===== config.mk =====
export PLATFORM = sky130hd
export DESIGN_NAME = sensor_window_averager
export DESIGN_NICKNAME = d
export VERILOG_FILES = /design/src/rtl/core/swa_pkg.sv /design/src/rtl/core/swa_accum.sv /design/src/rtl/core/swa_serdiv.sv /design/src/rtl/core/sensor_window_averager.sv
export SDC_FILE = /design/constraint.sdc
export NUM_CORES = 1
export LEC_CHECK = 0
export BUFFER_PORTS_ARGS = -buffer_cell sky130_fd_sc_hd__clkbuf_2
export CORE_ASPECT_RATIO = 0.7
export CORE_UTILIZATION = 45
export DETAILED_ROUTE_END_ITERATION = 8
export SLEW_MARGIN = 20
export SYNTH_ARGS = -nofsm -noshare
export SYNTH_HDL_FRONTEND = slang
export SYNTH_HIERARCHICAL = 1
export SYNTH_SLANG_ARGS = --single-unit

===== constraint.sdc =====
create_clock -name clk -period 3.5 [get_ports clk]
set_input_delay 0.175 -clock clk [delete_from_list [all_inputs] [get_ports clk]]
set_output_delay 0.175 -clock clk [all_outputs]
set_load 0.01 [all_outputs]

===== src/rtl/core/swa_pkg.sv =====
package swa_pkg;

	localparam int unsigned MaxSamplesDef = 1024;
	localparam int unsigned TempW = 12;
	localparam int unsigned HumW = 10;

	typedef enum logic [1:0] {
		CMD_SAMPLE = 2'd0,
		CMD_REPORT = 2'd1,
		CMD_ALIVE  = 2'd2,
		CMD_NONE   = 2'd3
	} cmd_t;

	localparam logic RES_REPORT = 1'b0;
	localparam logic RES_ALIVE  = 1'b1;

	typedef struct packed {
		logic                    poll_ok;
		logic                    temp_ok;
		logic signed [TempW-1:0] temp_tenths;
		logic                    hum_ok;
		logic [HumW-1:0]         hum_tenths;
	} sample_t;

	typedef struct packed {
		logic sample_en;
		logic clr_win;
		logic clr_err;
	} acc_ctrl_t;

	typedef struct packed {
		logic busy;
		logic done;
	} div_stat_t;

endpackage


===== src/rtl/core/swa_accum.sv =====
module swa_accum import swa_pkg::*; #(
	parameter int unsigned MAX_SAMPLES = MaxSamplesDef,
	localparam int unsigned CntW = $clog2(MAX_SAMPLES + 1),
	localparam int unsigned TSumW = TempW + CntW,
	localparam int unsigned HSumW = HumW + CntW
) (
	input  logic                    clk,
	input  logic                    arst_n,
	input  acc_ctrl_t               ctrl,
	input  sample_t                 smp,
	output logic signed [TSumW-1:0] temp_sum,
	output logic [CntW-1:0]         temp_cnt,
	output logic [HSumW-1:0]        hum_sum,
	output logic [CntW-1:0]         hum_cnt,
	output logic                    err_zero
);

	logic signed [TSumW-1:0] temp_sum_q;
	logic [CntW-1:0]         temp_cnt_q;
	logic [HSumW-1:0]        hum_sum_q;
	logic [CntW-1:0]         hum_cnt_q;
	logic [15:0]             err_q;

	logic        temp_add, hum_add, temp_err, hum_err;
	logic [1:0]  err_inc;
	logic [16:0] err_sum;
	logic [15:0] err_next;

	assign temp_add = ctrl.sample_en && smp.poll_ok && smp.temp_ok
		&& (temp_cnt_q < CntW'(MAX_SAMPLES));
	assign hum_add = ctrl.sample_en && smp.poll_ok && smp.hum_ok
		&& (hum_cnt_q < CntW'(MAX_SAMPLES));
	assign temp_err = ctrl.sample_en && smp.poll_ok && !smp.temp_ok;
	assign hum_err = ctrl.sample_en && smp.poll_ok && !smp.hum_ok;

	// up to two errors per sample, count sticks at all ones
	assign err_inc = {1'b0, temp_err} + {1'b0, hum_err};
	assign err_sum = {1'b0, err_q} + 17'(err_inc);
	assign err_next = err_sum[16] ? 16'hffff : err_sum[15:0];

	always_ff @(posedge clk or negedge arst_n) begin
		if (!arst_n) begin
			temp_sum_q <= '0;
			temp_cnt_q <= '0;
			hum_sum_q <= '0;
			hum_cnt_q <= '0;
			err_q <= '0;
		end else begin
			if (ctrl.clr_win) begin
				temp_sum_q <= '0;
				temp_cnt_q <= '0;
				hum_sum_q <= '0;
				hum_cnt_q <= '0;
			end else begin
				if (temp_add) begin
					temp_sum_q <= temp_sum_q + TSumW'(smp.temp_tenths);
					temp_cnt_q <= temp_cnt_q + CntW'(1);
				end
				if (hum_add) begin
					hum_sum_q <= hum_sum_q + HSumW'(smp.hum_tenths);
					hum_cnt_q <= hum_cnt_q + CntW'(1);
				end
			end
			if (ctrl.clr_err) begin
				err_q <= '0;
			end else if (ctrl.sample_en) begin
				err_q <= err_next;
			end
		end
	end

	assign temp_sum = temp_sum_q;
	assign temp_cnt = temp_cnt_q;
	assign hum_sum = hum_sum_q;
	assign hum_cnt = hum_cnt_q;
	assign err_zero = (err_q == '0);

endmodule


===== src/rtl/core/swa_serdiv.sv =====
module swa_serdiv import swa_pkg::*; #(
	parameter int unsigned DW = 22,
	parameter int unsigned CW = 11,
	localparam int unsigned StepW = $clog2(DW)
) (
	input  logic          clk,
	input  logic          arst_n,
	input  logic          start,
	input  logic [DW-1:0] dividend,
	input  logic [CW-1:0] divisor,
	output logic [DW-1:0] quotient,
	output div_stat_t     stat
);

	// restoring long division, one dividend bit in and one quotient bit out per cycle
	logic [DW-1:0]    dq_q;
	logic [CW-1:0]    rem_q;
	logic [CW-1:0]    dvs_q;
	logic [StepW-1:0] step_q;
	logic             busy_q;
	logic             done_q;

	logic [CW:0] trial;
	logic [CW:0] diff;
	logic        ge;

	assign trial = {rem_q, dq_q[DW-1]};
	assign ge = (trial >= {1'b0, dvs_q});
	assign diff = trial - {1'b0, dvs_q};

	always_ff @(posedge clk or negedge arst_n) begin
		if (!arst_n) begin
			busy_q <= 1'b0;
			done_q <= 1'b0;
			step_q <= '0;
		end else begin
			done_q <= 1'b0;
			if (start) begin
				busy_q <= 1'b1;
				step_q <= StepW'(DW - 1);
			end else if (busy_q) begin
				if (step_q == '0) begin
					busy_q <= 1'b0;
					done_q <= 1'b1;
				end else begin
					step_q <= step_q - StepW'(1);
				end
			end
		end
	end

	always_ff @(posedge clk) begin
		if (start) begin
			dq_q <= dividend;
			rem_q <= '0;
			dvs_q <= divisor;
		end else if (busy_q) begin
			dq_q <= {dq_q[DW-2:0], ge};
			rem_q <= ge ? diff[CW-1:0] : trial[CW-1:0];
		end
	end

	assign quotient = dq_q;
	assign stat.busy = busy_q;
	assign stat.done = done_q;

endmodule


===== src/rtl/core/sensor_window_averager.sv =====
// sensor window averager
// input beats on s_*: s_tuser carries the command (sample, report, alive query),
// s_tdata the poll and reading fields. result beats leave on m_*: m_tuser says
// whether the beat is a report or an alive answer.
// a sample beat goes straight into the accumulator and the block stays ready.
// an alive query answers via the emit state once the output register is free.
// a report runs two serial divisions on one shared restoring divider that
// retires one quotient bit per cycle; each covers 11 + clog2(MAX_SAMPLES + 1)
// dividend bits (22 at the default), and s_tready stays low until the report
// leaves the emit state for the output register.
// the output register holds one result; while it waits for m_tready the block
// still takes samples, and a further report or alive query finishes its work
// then holds in a pending stage until the output register frees up.
// reset clears sums, counts and the error count and empties the output.
module sensor_window_averager import swa_pkg::*; #(
	parameter int unsigned MAX_SAMPLES = MaxSamplesDef
) (
	input  logic        clk,
	input  logic        arst_n,
	input  logic        s_tvalid,
	output logic        s_tready,
	// poll_ok, temp_ok, temp_tenths[11:0], hum_ok, hum_tenths[9:0], zero pad
	input  logic [31:0] s_tdata,
	// cmd[1:0]
	input  logic [1:0]  s_tuser,
	output logic        m_tvalid,
	input  logic        m_tready,
	// temp_avg[11:0], temp_sent, hum_avg[9:0], hum_sent, alive, zero pad
	output logic [31:0] m_tdata,
	// result_kind
	output logic        m_tuser
);

	localparam int unsigned CntW = $clog2(MAX_SAMPLES + 1);
	localparam int unsigned TSumW = TempW + CntW;
	localparam int unsigned HSumW = HumW + CntW;
	localparam int unsigned DW = TempW - 1 + CntW;

	typedef enum logic [3:0] {
		ST_IDLE  = 4'b0001,
		ST_DIV_T = 4'b0010,
		ST_DIV_H = 4'b0100,
		ST_EMIT  = 4'b1000
	} state_t;

	state_t state_q;

	sample_t   smp;
	cmd_t      cmd;
	acc_ctrl_t actl;
	div_stat_t dstat;

	logic                    acc;
	logic signed [TSumW-1:0] temp_sum;
	logic [CntW-1:0]         temp_cnt;
	logic [HSumW-1:0]        hum_sum;
	logic [CntW-1:0]         hum_cnt;
	logic                    err_zero;

	logic                    temp_neg;
	logic [TSumW-1:0]        temp_mag;
	logic                    div_start;
	logic [DW-1:0]           div_dividend;
	logic [CntW-1:0]         div_divisor;
	logic [DW-1:0]           quotient;
	logic [TempW-1:0]        temp_q;
	logic [TempW-1:0]        temp_avg;
	logic                    out_free;

	logic             res_kind_q;
	logic [TempW-1:0] res_tavg_q;
	logic             res_tsent_q;
	logic [HumW-1:0]  res_havg_q;
	logic             res_hsent_q;
	logic             res_alive_q;

	logic        m_tvalid_q;
	logic [31:0] m_tdata_q;
	logic        m_tuser_q;

	assign smp.poll_ok = s_tdata[0];
	assign smp.temp_ok = s_tdata[1];
	assign smp.temp_tenths = s_tdata[13:2];
	assign smp.hum_ok = s_tdata[14];
	assign smp.hum_tenths = s_tdata[24:15];
	assign cmd = cmd_t'(s_tuser);

	assign s_tready = (state_q == ST_IDLE);
	assign acc = s_tvalid && s_tready;
	assign out_free = !m_tvalid_q || m_tready;

	assign actl.sample_en = acc && (cmd == CMD_SAMPLE);
	assign actl.clr_err = acc && (cmd == CMD_ALIVE);
	assign actl.clr_win = (state_q == ST_DIV_H) && dstat.done;

	swa_accum #(
		.MAX_SAMPLES(MAX_SAMPLES)
	) u_accum (
		.clk      (clk),
		.arst_n   (arst_n),
		.ctrl     (actl),
		.smp      (smp),
		.temp_sum (temp_sum),
		.temp_cnt (temp_cnt),
		.hum_sum  (hum_sum),
		.hum_cnt  (hum_cnt),
		.err_zero (err_zero)
	);

	// divide magnitudes, put the sign back on the truncated quotient
	assign temp_neg = temp_sum[TSumW-1];
	assign temp_mag = temp_neg ? -temp_sum : temp_sum;

	assign div_start = (acc && (cmd == CMD_REPORT)) || ((state_q == ST_DIV_T) && dstat.done);
	assign div_dividend = (state_q == ST_IDLE) ? temp_mag[DW-1:0] : DW'(hum_sum);
	assign div_divisor = (state_q == ST_IDLE) ? temp_cnt : hum_cnt;

	swa_serdiv #(
		.DW(DW),
		.CW(CntW)
	) u_div (
		.clk      (clk),
		.arst_n   (arst_n),
		.start    (div_start),
		.dividend (div_dividend),
		.divisor  (div_divisor),
		.quotient (quotient),
		.stat     (dstat)
	);

	assign temp_q = quotient[TempW-1:0];
	assign temp_avg = temp_neg ? -temp_q : temp_q;

	always_ff @(posedge clk or negedge arst_n) begin
		if (!arst_n) begin
			state_q <= ST_IDLE;
		end else begin
			unique case (state_q)
				ST_IDLE: begin
					if (acc) begin
						unique case (cmd)
							CMD_REPORT: state_q <= ST_DIV_T;
							CMD_ALIVE:  state_q <= ST_EMIT;
							CMD_SAMPLE: state_q <= ST_IDLE;
							CMD_NONE:   state_q <= ST_IDLE;
						endcase
					end
				end
				ST_DIV_T: begin
					if (dstat.done) begin
						state_q <= ST_DIV_H;
					end
				end
				ST_DIV_H: begin
					if (dstat.done) begin
						state_q <= ST_EMIT;
					end
				end
				ST_EMIT: begin
					if (out_free) begin
						state_q <= ST_IDLE;
					end
				end
				default: state_q <= ST_IDLE;
			endcase
		end
	end

	// pending result, set up on an alive or report beat and filled in as each division ends
	always_ff @(posedge clk) begin
		if (acc && (cmd == CMD_ALIVE)) begin
			res_kind_q <= RES_ALIVE;
			res_tavg_q <= '0;
			res_tsent_q <= 1'b0;
			res_havg_q <= '0;
			res_hsent_q <= 1'b0;
			res_alive_q <= err_zero;
		end else if (acc && (cmd == CMD_REPORT)) begin
			res_kind_q <= RES_REPORT;
			res_alive_q <= 1'b0;
		end else if ((state_q == ST_DIV_T) && dstat.done) begin
			res_tavg_q <= (temp_cnt == '0) ? '0 : temp_avg;
			res_tsent_q <= (temp_cnt != '0) && err_zero;
		end else if ((state_q == ST_DIV_H) && dstat.done) begin
			res_havg_q <= (hum_cnt == '0) ? '0 : quotient[HumW-1:0];
			res_hsent_q <= (hum_cnt != '0) && err_zero;
		end
	end

	always_ff @(posedge clk or negedge arst_n) begin
		if (!arst_n) begin
			m_tvalid_q <= 1'b0;
		end else if ((state_q == ST_EMIT) && out_free) begin
			m_tvalid_q <= 1'b1;
		end else if (m_tready) begin
			m_tvalid_q <= 1'b0;
		end
	end

	always_ff @(posedge clk) begin
		if ((state_q == ST_EMIT) && out_free) begin
			m_tdata_q <= {7'b0, res_alive_q, res_hsent_q, res_havg_q, res_tsent_q, res_tavg_q};
			m_tuser_q <= res_kind_q;
		end
	end

	assign m_tvalid = m_tvalid_q;
	assign m_tdata = m_tdata_q;
	assign m_tuser = m_tuser_q;

	a_idle_div_free: assert property (@(posedge clk) disable iff (!arst_n)
		(state_q == ST_IDLE) |-> !dstat.busy)
		else $error("divider busy while idle");

	a_report_starts_div: assert property (@(posedge clk) disable iff (!arst_n)
		(acc && (cmd == CMD_REPORT)) |=> ((state_q == ST_DIV_T) && dstat.busy))
		else $error("report beat did not start the divider");

	a_alive_fields_zero: assert property (@(posedge clk) disable iff (!arst_n)
		(m_tvalid && (m_tuser == RES_ALIVE)) |-> (m_tdata[23:0] == '0))
		else $error("alive result carries average fields");

	a_report_no_alive: assert property (@(posedge clk) disable iff (!arst_n)
		(m_tvalid && (m_tuser == RES_REPORT)) |-> !m_tdata[24])
		else $error("report result carries alive flag");

	a_emit_loads: assert property (@(posedge clk) disable iff (!arst_n)
		((state_q == ST_EMIT) && out_free) |=> (m_tvalid && (state_q == ST_IDLE)))
		else $error("pending result not moved to the output");

endmodule


# Word-level counts from Yosys, hierarchy flattened

Index checks and enable logic that the tools add are counted.

Add/sub/neg operators: 10
Multipliers: 0
Divide/modulo/power cells: 0
$lt $le $gt $ge: 3
Eq/ne operators: 12
Shift-type cells: 0
Multiplexer cells: 39
Bitwise logic cells: 2
Reduce and logical (&&, ||, !) cells: 39

Operators by type and width:

| operator                                      | number |
|---|---|
| two-way mux 22 bit                            | 4 |
| two-way mux 11 bit                            | 6 |
| two-way mux 16 bit                            | 3 |
| two-way mux 23 bit                            | 2 |
| two-way mux 21 bit                            | 2 |
| two-way mux 12 bit                            | 2 |
| adder 23 x 12 -> 23 bit                       | 1 |
| adder 11 x 1 -> 11 bit, second input constant | 2 |
| logical NOT 11 bit                            | 2 |
| < comparator 11 bit, second input constant    | 2 |
| negator 22 bit                                | 1 |
| nonzero test 11 bit                           | 2 |
| adder 21 x 10 -> 21 bit                       | 1 |
| adder 16 x 2 -> 17 bit                        | 1 |
| logical AND 1 bit                             | 16 |
| logical NOT 16 bit                            | 1 |
| two-way mux 4 bit                             | 4 |
| one-hot mux 4 bit (4 select lines)            | 1 |
| two-way mux 5 bit                             | 3 |
| >= comparator 12 x 11 -> 1 bit                | 1 |
| negator 12 bit                                | 1 |
| one-hot mux 4 bit (3 select lines)            | 1 |
| nonzero test 2 bit                            | 6 |
| subtractor 11 bit                             | 1 |
| 21 further kinds                              | 39 |

Bits in registers: 190
Bits in latches: 0
RAM bits: 0
Bits in read-only memories: 0
Input port bits: 38
Output and inout port bits: 35
Logic and storage cells: 126
Memories: 0

# Logic depth before layout (Yosys ltp)

Gate-level depths: netlist (run 1).

Word-level depth: 10
Mapped depth: 16
Depth with buffers taken out: 13

# Modules after synthesis

Netlist (run 1), hierarchy kept.

Modules (own cells, without submodules):

| module                 | times used | cells an instance | area each (um2) | seq. area each (um2) |
|---|---|---|---|---|
| swa_accum              | 1          | 627               | 5,555.3         | 2,052.0 |
| sensor_window_averager | 1          | 357               | 3,231.8         | 1,437.6 |
| swa_serdiv             | 1          | 231               | 2,753.9         | 1,386.3 |

# Worst setup path after synthesis (run 1)

OpenSTA, ideal clock, no wires.

Path type: register -> register
Start: register state_q[2]
End: register u_div.dq_q[0] (netlist: u_div/quotient[0]), enable pin
Setup time: 380 ps
Arrival time: 2,720 ps
Data required time: 3,120 ps
Setup slack: 401 ps
Stages on the path, launching flop included: 10
Buffers on the path: 5
Period minus slack after synthesis: 3,099 ps
Path through: dfrtp_1 > buf_2 > nand3b_1 > or3_1 > buf_2 > buf_1 > nand2_1 > clkbuf_1 > clkbuf_1 > or2_1

Word-level cells in the longest chain between the ends: 5
Elaborated cells between the ends (all ways): 7
Those cells by class: 2 x eq/ne; 5 x reduce/logical

Ends and longest elaborated chain:

| what                           | line                          | text |
|---|---|---|
| start, declared                | sensor_window_averager.sv:46  | `state_t state_q;` |
| start signal, assigned         | sensor_window_averager.sv:136 | `state_q <= ST_IDLE;` |
| start signal, assigned         | sensor_window_averager.sv:142 | `CMD_REPORT: state_q <= ST_DIV_T;` |
| start signal, assigned         | sensor_window_averager.sv:143 | `CMD_ALIVE: state_q <= ST_EMIT;` |
| == test 4 x 1 -> 1 bit         | sensor_window_averager.sv:88  | `assign s_tready = (state_q == ST_IDLE);` |
| logical AND 1 bit              | sensor_window_averager.sv:89  | `assign acc = s_tvalid && s_tready;` |
| logical AND 1 bit              | sensor_window_averager.sv:114 | `assign div_start = (acc && (cmd == CMD_REPORT)) \|\| ((state_q == ST_DIV_T) && dstat.done);` |
| logical OR 1 bit *             | sensor_window_averager.sv:114 |  |
| net div_start                  | sensor_window_averager.sv:62  | `logic div_start;` |
| nonzero test 2 bit (no line) * | --                            |  |
| end signal, assigned           | swa_serdiv.sv:54              | `dq_q <= dividend;` |
| end signal, assigned           | swa_serdiv.sv:58              | `dq_q <= {dq_q[DW-2:0], ge};` |
| end, declared                  | swa_serdiv.sv:16              | `logic [DW-1:0] dq_q;` |

Mark *: on every way through the listed nets, which the timed path passes. The rest lies on a longest branch.
A chain may end at the register's enable or synchronous reset.

==> flow_summary_export.csv, run 1 <==
group,metric,value,unit
timing,setup_tns,0,ns
cells_and_area,nets,1356,
critical_path,arrival,3.40,ns
timing,period_share,0.8741,
global_routing,grt_start_max_net_pins,61,
outcome,status,"finished with violations",
clock_network,cts_sinks,190,
cells_and_area,final_core_util,0.5119,
cells_and_area,layout-drive-gt1-share,0.1203,
floorplan,pin_count,73,
place,place.gp.congestion,0.9136,
drt,drt_pass1_iterations,7,
place,post-dp-hpwl,20.12,mm
drt,num_vias,9158,
cells_and_area,area.growth.synth_to_final,10.63,%
clock_network,cts_tree,"yes",
critical_path,cp_max_fo,11,
power,ir_worst_vdd,0.3594,mV
floorplan,design.die.area,0.02629,mm2
logic_synthesis,synthesis.area,0.01153,mm2
floorplan,initial_core_util,0.4628,
drt,drc,4,
timing,slew_headroom,0.4570,
critical_path,crit_path_start_kind,"flip-flop",
global_routing,gr-total-overflow,0,
flow_run,drv_cap,0,
power,p_leak,5.486,nW
clock_network,cts_root_buf,"clkbuf_16",
clock_network,clk_latency,0.44,ns
drt,drt_iter0_drc,735,
drt,drt-total-wl,27.85,mm
outcome,violations,"design-rule violations",
timing,min_period,3.059,ns
power,power.density,755.7,mW/mm2
drt,wl_per_cell,17.44,um
clock_network,clk_path_buf_depth,2,
critical_path,cp.required,3.84,ns
floorplan,row_count,48,
power,p_total,9.642,mW
clock_network,clk_pin_slew,0.07,ns
global_routing,antenna_found_initial,0,
floorplan,die_w,193.4,um
global_routing,first_global_vias,8396,
timing,setup_viol,0,
floorplan,coreArea,0.02492,mm2
clock_network,cts_hold_buf,1,
floorplan,die_y,135.9,um
clock_network,post_cts.repair.setup_buffers,0,
cells_and_area,fill_cells,2323,
logic_synthesis,synth.avg_cell_area,9.500,um2
cells_and_area,diodes,0,
timing,maxSlewViolCount,0,
global_routing,track_usage,0.2195,
logic_synthesis,postSynthCellCount,1214,
timing,setup_slack,0.4406,ns
place,place_ws,0.5197,ns
timing,max_freq,326.9,MHz
clock_network,htree_num_levels,4,
timing,hold_viol,0,
min_path,hold_path_class,"primary input to flip-flop",
logic_synthesis,yosys_warnings,6,
clock_network,post_cts_resized,0,
clock_network,cts_buffers,17,
timing,rsz0062_at_grt,"false",
drt,antenna_left,0,
place,portBuffers,58,
global_routing,grt_pass1_wl,45.75,mm
drt,viasPerCell,5.735,
critical_path,crit_type,"flip-flop to flip-flop",
critical_path,cp-end-kind,"flip-flop",
timing,tightest_slew,0.8145,ns
timing,fin_worst_skew,0.01089,ns
==> layout make-up <==
type | count | area, um2 | share of cell area
flip-flops and latches | 190 | 4876 | 0.3821
clock inverters | 11 | 116.4 | 0.009119
well taps | 325 | 406.6 | 0.03187
clock buffers | 21 | 470.5 | 0.03687
multi-input cells | 928 | 6245 | 0.4894
inverters | 38 | 142.6 | 0.01118
repair buffers | 84 | 503.0 | 0.03942
==> power by group <==
part | switching (mW) | internal [mW]
Clock | 0.859 | 1.10
Combinational | 2.36 | 1.77
Sequential | 0.665 | 2.89
Total | 3.88 | 5.76
==> worst max-delay path: stages, from the launching register on <==
cell	delay [ns]
dfrtp_1	0.48
inv_1	0.19
nand3_2	0.10
inv_1	0.07
and3_1	0.24
nand2_1	0.12
nor2_1	0.14
fa_1	0.23
ha_1	0.22
and2_1	0.28
nand2_1	0.32
and2_1	0.31
a211oi_1	0.25
==> metrics by stage <==
step	cells	cell area, um2	hold slack (ns)
after floorplan	1220	11560	-0.1206
after global routing	1597	12760	0.02785
after CTS	1597	12760	0.001721
final	1597	12760	0.02193
after detailed placement	1564	12160	0.3098
after global placement	1564	12160	0.3272
==> cell usage in the layout, fill, tap and decap left out, drive strengths merged, types with 23 or more instances in the layout <==
cell type	count
buf	26
dfrtp	93
inv	37
mux2	23
nand2	145
a211oi	26
a22oi	24
nand3	41
a21oi	69
clkbuf	78
nor2	112
ha	55
edfxtp	60
xnor2	39
dfxtp	36
o21ai	69
xor2	38
==> metal layers <==
metal,track usage,part of all wire,up-vias
met5,0,0,-
met4,0.05689,0.0094,0
met3,0.04044,0.053,16
met2,0.3166,0.41,230
met1,0.3338,0.52,4396
li1,-,-,4516
==> registers in the layout (all words and copies together), names as in the netlist <==
| name | flops |
|---|---|
| u_accum/hum_sum | 21 |
| res_hsent_q | 1 |
| u_accum/err_q | 16 |
| res_tsent_q | 1 |
| u_div/rem_q | 11 |
| m_tvalid | 1 |
| u_div/done_q | 1 |
| m_tdata | 25 |
| res_kind_q | 1 |
| u_accum/temp_sum | 23 |
| res_havg_q | 10 |
| u_accum/temp_cnt | 11 |
| m_tuser | 1 |
| u_div/busy_q | 1 |
| res_alive_q | 1 |
| res_tavg_q | 12 |
| u_div/step_q | 5 |
| u_div/dvs_q | 11 |
| u_div/quotient | 22 |
| u_accum/hum_cnt | 11 |
| state_q | 4 |
==> path summary, 6_finish.rpt <==
path	startpoint	endpoint	slack [ns]	depth (start not counted)
worst max-delay path	state_q[1]	u_accum/err_q[7]	0.44	12
worst min-delay path	s_tvalid	state_q[0]	0.02	2
worst max register to register	state_q[1]	u_accum/err_q[7]	0.44	12
worst min register to register	res_alive_q	m_tdata[24]	0.42	0
max in group asynchronous	arst_n	u_accum/temp_sum[6]	2.34	3
min in group asynchronous	arst_n	m_tvalid	0.35	2
Power figures use the tool's default switching activity.
==> inputs of run 2 (changes only) <==
==> constraint.sdc (replaced) <==
create_clock -name clk -period 3.5 [get_ports clk]
set_input_delay 0 -clock clk [delete_from_list [all_inputs] [get_ports clk]]
set_output_delay 0 -clock clk [all_outputs]
set_load 0.01 [all_outputs]
==> run 2 against run 1 <==
Effect of this change: the flow still finishes with violations (design-rule violations); first-iteration DRC count up 5.0%; sequential power about the same; via count up 1.0%; sequential cell count is the same; die area unchanged; worst hold slack improved by 0.00083 ns; critical path depth stayed put; non-clock buffer count rose by 5; fmax is 0.77% lower; setup slack worse by 0.024 ns; highest routed layer unchanged.
==> flow_summary_export.csv, run 2 (same netlist as run 1, synthesis figures left out) <==
group,metric,value,unit
timing,setup_slack,0.4169,ns
critical_path,cp.required,3.84,ns
critical_path,crit_family,"simple AND/OR/NAND/NOR gates",
clock_network,post_cts_resized,0,
cells_and_area,nets,1361,
drt,drt_iter0_drc,772,
timing,min_period,3.083,ns
floorplan,design.die.area,0.02629,mm2
timing,setup_tns,0,ns
cells_and_area,diodes,0,
clock_network,post_cts.repair.setup_buffers,0,
global_routing,grt_start_max_net_pins,54,
cells_and_area,area.growth.synth_to_final,10.90,%
timing,setup_viol,0,
timing,fin_worst_skew,0.006646,ns
floorplan,initial_core_util,0.4628,
clock_network,clk_pin_slew,0.07,ns
floorplan,row_count,48,
drt,drc,4,
place,post-dp-hpwl,20.09,mm
drt,antenna_left,0,
timing,rsz0062_at_grt,"false",
global_routing,track_usage,0.2159,
timing,slew_headroom,0.5243,
min_path,hold_path_class,"primary input to flip-flop",
timing,period_share,0.8809,
critical_path,timing.rr.start,"state_q[1]",
place,place.gp.congestion,0.8740,
clock_network,cts_hold_buf,8,
clock_network,cts_buffers,17,
timing,hold_viol,0,
floorplan,pin_count,73,
flow_run,drv_cap,0,
critical_path,arrival,3.42,ns
clock_network,htree_num_levels,4,
power,p_leak,5.493,nW
global_routing,first_global_vias,8534,
critical_path,crit_path_start_kind,"flip-flop",
place,place_ws,0.4331,ns
timing,max_freq,324.4,MHz
critical_path,path_buf_inv,2,
timing,maxSlewViolCount,0,
critical_path,crit_slowest_cell,"dfrtp_1",
clock_network,cts_sinks,190,
clock_network,clk_latency,0.43,ns
cells_and_area,final_core_util,0.5132,
timing,tightest_slew,0.7136,ns
cells_and_area,largest_reg_flops,25,
global_routing,antenna_found_initial,0,
floorplan,coreArea,0.02492,mm2
floorplan,die_w,193.4,um
clock_network,clk_path_buf_depth,2,
power,ir_worst_vdd,0.3666,mV
drt,num_vias,9251,
cells_and_area,layout-drive-gt1-share,0.1151,
place,placed_area,0.01215,mm2
cells_and_area,postLayoutCellArea,0.01279,mm2
floorplan,die_y,135.9,um
critical_path,timing.critical_path.from,"state_q[1]",
power,power.density,748.5,mW/mm2
critical_path,path_cells,"inv_1, nand3_2, inv_1, and3_1, nand2_1, nor2_1, fa_1, ha_1, and2_1, nand2_1, and2_1, a211oi_1",
outcome,violations,"design-rule violations",
cells_and_area,fill_cells,2316,
drt,viasPerCell,5.775,
critical_path,slowest_delay,0.48,ns
global_routing,grt_pass1_wl,45.08,mm
outcome,status,"finished with violations",
critical_path,crit_type,"flip-flop to flip-flop",
critical_path,cp-end-kind,"flip-flop",
min_path,min-delay-start,"s_tdata[3]",
clock_network,cts_root_buf,"clkbuf_16",
drt,drt_pass1_iterations,7,
drt,wl_per_cell,17.09,um
clock_network,cts_tree,"yes",
global_routing,gr-total-overflow,0,
place,portBuffers,58,
cells_and_area,final_common_cell,"nand2_1",
cells_and_area,final_cell_mix,"nand2_1, nor2_1, dfrtp_1",
critical_path,cp_max_fo,11,
drt,drt-total-wl,27.37,mm
==> run 2: changes by cell type in the layout (fill, tap and decap cells not counted) <==
cell,delta
dlygate4sd3_1,+7
clkbuf_1,+5
buf_4,-2
clkinv_4,-2
clkbuf_8,-1
clkinv_1,-1
clkinvlp_4,-1
==> run 2: final timing paths <==
| check | end | slack [ns] | cells past startpoint |
|---|---|---|---|
| max in group asynchronous | u_accum/temp_sum[13] | 2.56 | 3 |
| min in group asynchronous | m_tvalid | 0.15 | 2 |
| worst max-delay path | u_accum/err_q[7] | 0.42 | 12 |
| worst min-delay path | u_accum/temp_sum[1] | 0.02 | 4 |
| worst max register to register | u_accum/err_q[7] | 0.42 | 12 |
| worst min register to register | m_tdata[24] | 0.42 | 0 |
==> run 2: per-layer routing <==
layer  wire, um  track usage  vias up  share of wire
li1           -            -     4529              -
met1      14190       0.3235     4445           0.52
met2      11410       0.3172      256           0.42
met3       1502      0.04267       21          0.055
met4        269      0.05156        0         0.0098
met5          0            0        -              0
==> run 2: report_power, final <==
part	switching, mW	total (mW)	internal (mW)
clock	0.815	1.90	1.09
sequential	0.656	3.55	2.89
combinational	2.35	4.13	1.77
==> run 2: worst min-delay path, stage by stage <==
cell      delay [ns]
clkbuf_2        0.10
fa_1            0.15
nand2_1         0.05
a21oi_1         0.11
==> run 2: cell type report <==
class                           count  area [um2]  share of cell area
Inverter                           38       142.6             0.01115
Clock buffer                       25       475.5             0.03717
Sequential cell                   190        4876              0.3812
Multi-Input combinational cell    928        6245              0.4882
Tap cell                          325       406.6             0.03179
Timing Repair Buffer               89       558.0             0.04363
Clock inverter                      7       87.58            0.006847
==> run 2: stage by stage <==
step | cells | power, mW | hold WS, ns
finish | 1602 | 9.574 | 0.02275
global route | 1602 | 10.28 | 0.05344
CTS | 1602 | 9.609 | 0.009404
detailed placement | 1562 | 7.674 | 0.1016
global placement | 1562 | 7.611 | 0.1066
floorplan | 1220 | 6.624 | -0.2956
==> inputs of run 3 (changes only) <==
- CORE_MARGIN: not set -> 10
- CORE_UTILIZATION: 45 -> 43
==> run 3 against run 2 <==
Effect of this change: global-route usage down 4.3 points; worst hold slack is essentially flat; clock skew rose by 0.0026 ns; the flow now finishes without violations; clock power increased by 11%; fmax down 0.19%; sequential share of layout area fell by 0.29 points; final cell count is 2.3% higher; first-iteration DRC count is 19% higher; sequential power about the same; critical path type unchanged; sequential cell count unchanged; setup slack got worse by 0.0060 ns; count of clock-buffer cells in the layout down 5.
==> flow_summary_export.csv, run 3 (same netlist as run 1, synthesis figures left out) <==
group,metric,value,unit
outcome,status,"completed",
power,ir_worst_vdd,0.4476,mV
clock_network,cts_tree,"yes",
floorplan,design.die.area,0.03388,mm2
min_path,hold_path_end,"u_accum/temp_sum[1]",
clock_network,cts_sinks,190,
critical_path,crit_path_start_kind,"flip-flop",
cells_and_area,diodes,0,
power,power.density,760.8,mW/mm2
global_routing,gr-total-overflow,0,
floorplan,die_y,157.0,um
place,post-dp-hpwl,21.28,mm
timing,period_share,0.8826,
timing,tightest_slew,0.8254,ns
clock_network,clk_pin_slew,0.07,ns
critical_path,cp.required,3.85,ns
drt,drt-total-wl,29.07,mm
timing,setup_slack,0.4110,ns
clock_network,cts_root_buf,"clkbuf_16",
floorplan,coreArea,0.02659,mm2
power,p_total,9.806,mW
floorplan,row_count,50,
cells_and_area,layout-drive-gt1-share,0.1169,
drt,num_vias,9165,
drt,drc,0,
place,place_ws,0.4831,ns
critical_path,cp-end-kind,"flip-flop",
timing,max_freq,323.7,MHz
timing,slew_headroom,0.4498,
cells_and_area,final_cell_mix,"nand2_1, nor2_1, dfrtp_1",
clock_network,post_cts_resized,0,
global_routing,grt_pass1_wl,47.65,mm
place,place.gp.congestion,0.8730,
floorplan,initial_core_util,0.4338,
floorplan,pin_count,73,
drt,drt_iter0_drc,918,
clock_network,htree_num_levels,4,
drt,viasPerCell,5.592,
cells_and_area,final_common_cell,"nand2_1",
critical_path,r2r-end,"u_accum/err_q[5]",
min_path,min-delay-start,"s_tdata[3]",
drt,drt_pass1_iterations,5,
place,portBuffers,58,
cells_and_area,nets,1359,
timing,hold_viol,0,
flow_run,drv_cap,0,
timing,rsz0062_at_grt,"false",
timing,min_period,3.089,ns
clock_network,clk_path_buf_depth,2,
global_routing,grt_start_max_net_pins,59,
floorplan,die_w,215.8,um
critical_path,timing.rr.start,"state_q[1]",
timing,setup_tns,0,ns
cells_and_area,area.growth.synth_to_final,11.75,%
critical_path,r2r_slack,0.41,ns
drt,antenna_left,0,
global_routing,first_global_vias,8703,
critical_path,arrival,3.44,ns
global_routing,antenna_found_initial,0,
cells_and_area,largest_reg_flops,25,
drt,wl_per_cell,17.73,um
timing,fin_worst_skew,0.009198,ns
cells_and_area,fill_cells,2491,
timing,maxSlewViolCount,0,
timing,setup_viol,0,
cells_and_area,final_core_util,0.4848,
min_path,worstHoldPathCells,4,
power,p_leak,5.516,nW
global_routing,track_usage,0.1732,
critical_path,reg2reg_depth,12,
critical_path,crit_type,"flip-flop to flip-flop",
clock_network,clk_latency,0.44,ns
min_path,hold_path_class,"primary input to flip-flop",
clock_network,cts_buffers,17,
critical_path,cp_max_fo,11,
## run 3: cell types whose count changed in the layout (fill, tap and decap cells not counted), sizes merged
| cell | delta |
|---|---|
| clkbuf | -5 |
| clkinv | +3 |
| buf | -2 |
| bufinv | +2 |
## run 3: worst max-delay path: stages, from the launching register on
cell	delay (ns)
dfrtp_1	0.47
inv_1	0.17
nand3_1	0.12
inv_1	0.08
and3_1	0.23
nand2_1	0.13
nor2_1	0.16
fa_1	0.25
ha_1	0.22
and2_1	0.27
nand2_1	0.32
and2_1	0.32
a211oi_1	0.26
## run 3: stage by stage
step	cell area, um2	hold WS [ns]	cells
after CTS	12890	0.01731	1639
after floorplan	11560	-0.2956	1220
final	12890	0.02320	1639
after global placement	12180	0.1450	1599
after detailed placement	12180	0.1425	1599
after global routing	12890	0.1034	1639
## run 3: power by group
part           switching (mW)  total (mW)  internal (mW)
clock                   0.854        2.10           1.24
sequential              0.639        3.53           2.89
combinational            2.41        4.18           1.77
total                    3.90        9.81           5.90
## run 3: repair_timing
action | in CTS | in global routing
endpoints found under the hold margin | 63 | 0
buffers inserted | 0 | 0
endpoints found under the setup margin | 0 | 0
hold buffers | 8 | 0
## run 3: cell type report
| class | instances | area [um2] | share of cell area |
|---|---|---|---|
| Timing Repair Buffer | 87 | 543.0 | 0.04213 |
| Multi-Input combinational cell | 928 | 6240 | 0.4841 |
| Clock inverter | 12 | 165.2 | 0.01281 |
| Sequential cell | 190 | 4876 | 0.3783 |
| Tap cell | 364 | 455.4 | 0.03534 |
| Inverter | 38 | 142.6 | 0.01107 |
| Clock buffer | 20 | 466.7 | 0.03621 |
## run 3: worst max path at each step
stage	start	to	slack, ns
6_report	state_q[1]	u_accum/err_q[5]	0.41
5_1_grt	state_q[1]	u_accum/err_q[15]	0.1
4_1_cts	state_q[1]	u_accum/err_q[5]	0.43
3_5_place_dp	state_q[1]	u_accum/err_q[5]	0.48
3_3_place_gp	state_q[1]	u_accum/err_q[11]	0.54
2_1_floorplan	state_q[2]	u_div/quotient[0]	0.40
## run 3: per-layer routing
layer | vias up | track usage | routed length (um)
met1 | 4386 | 0.2610 | 15100
li1 | 4522 | - | -
met5 | - | 0 | 0
met4 | 0 | 0.03810 | 274
met2 | 237 | 0.2490 | 12020
met3 | 20 | 0.03279 | 1675
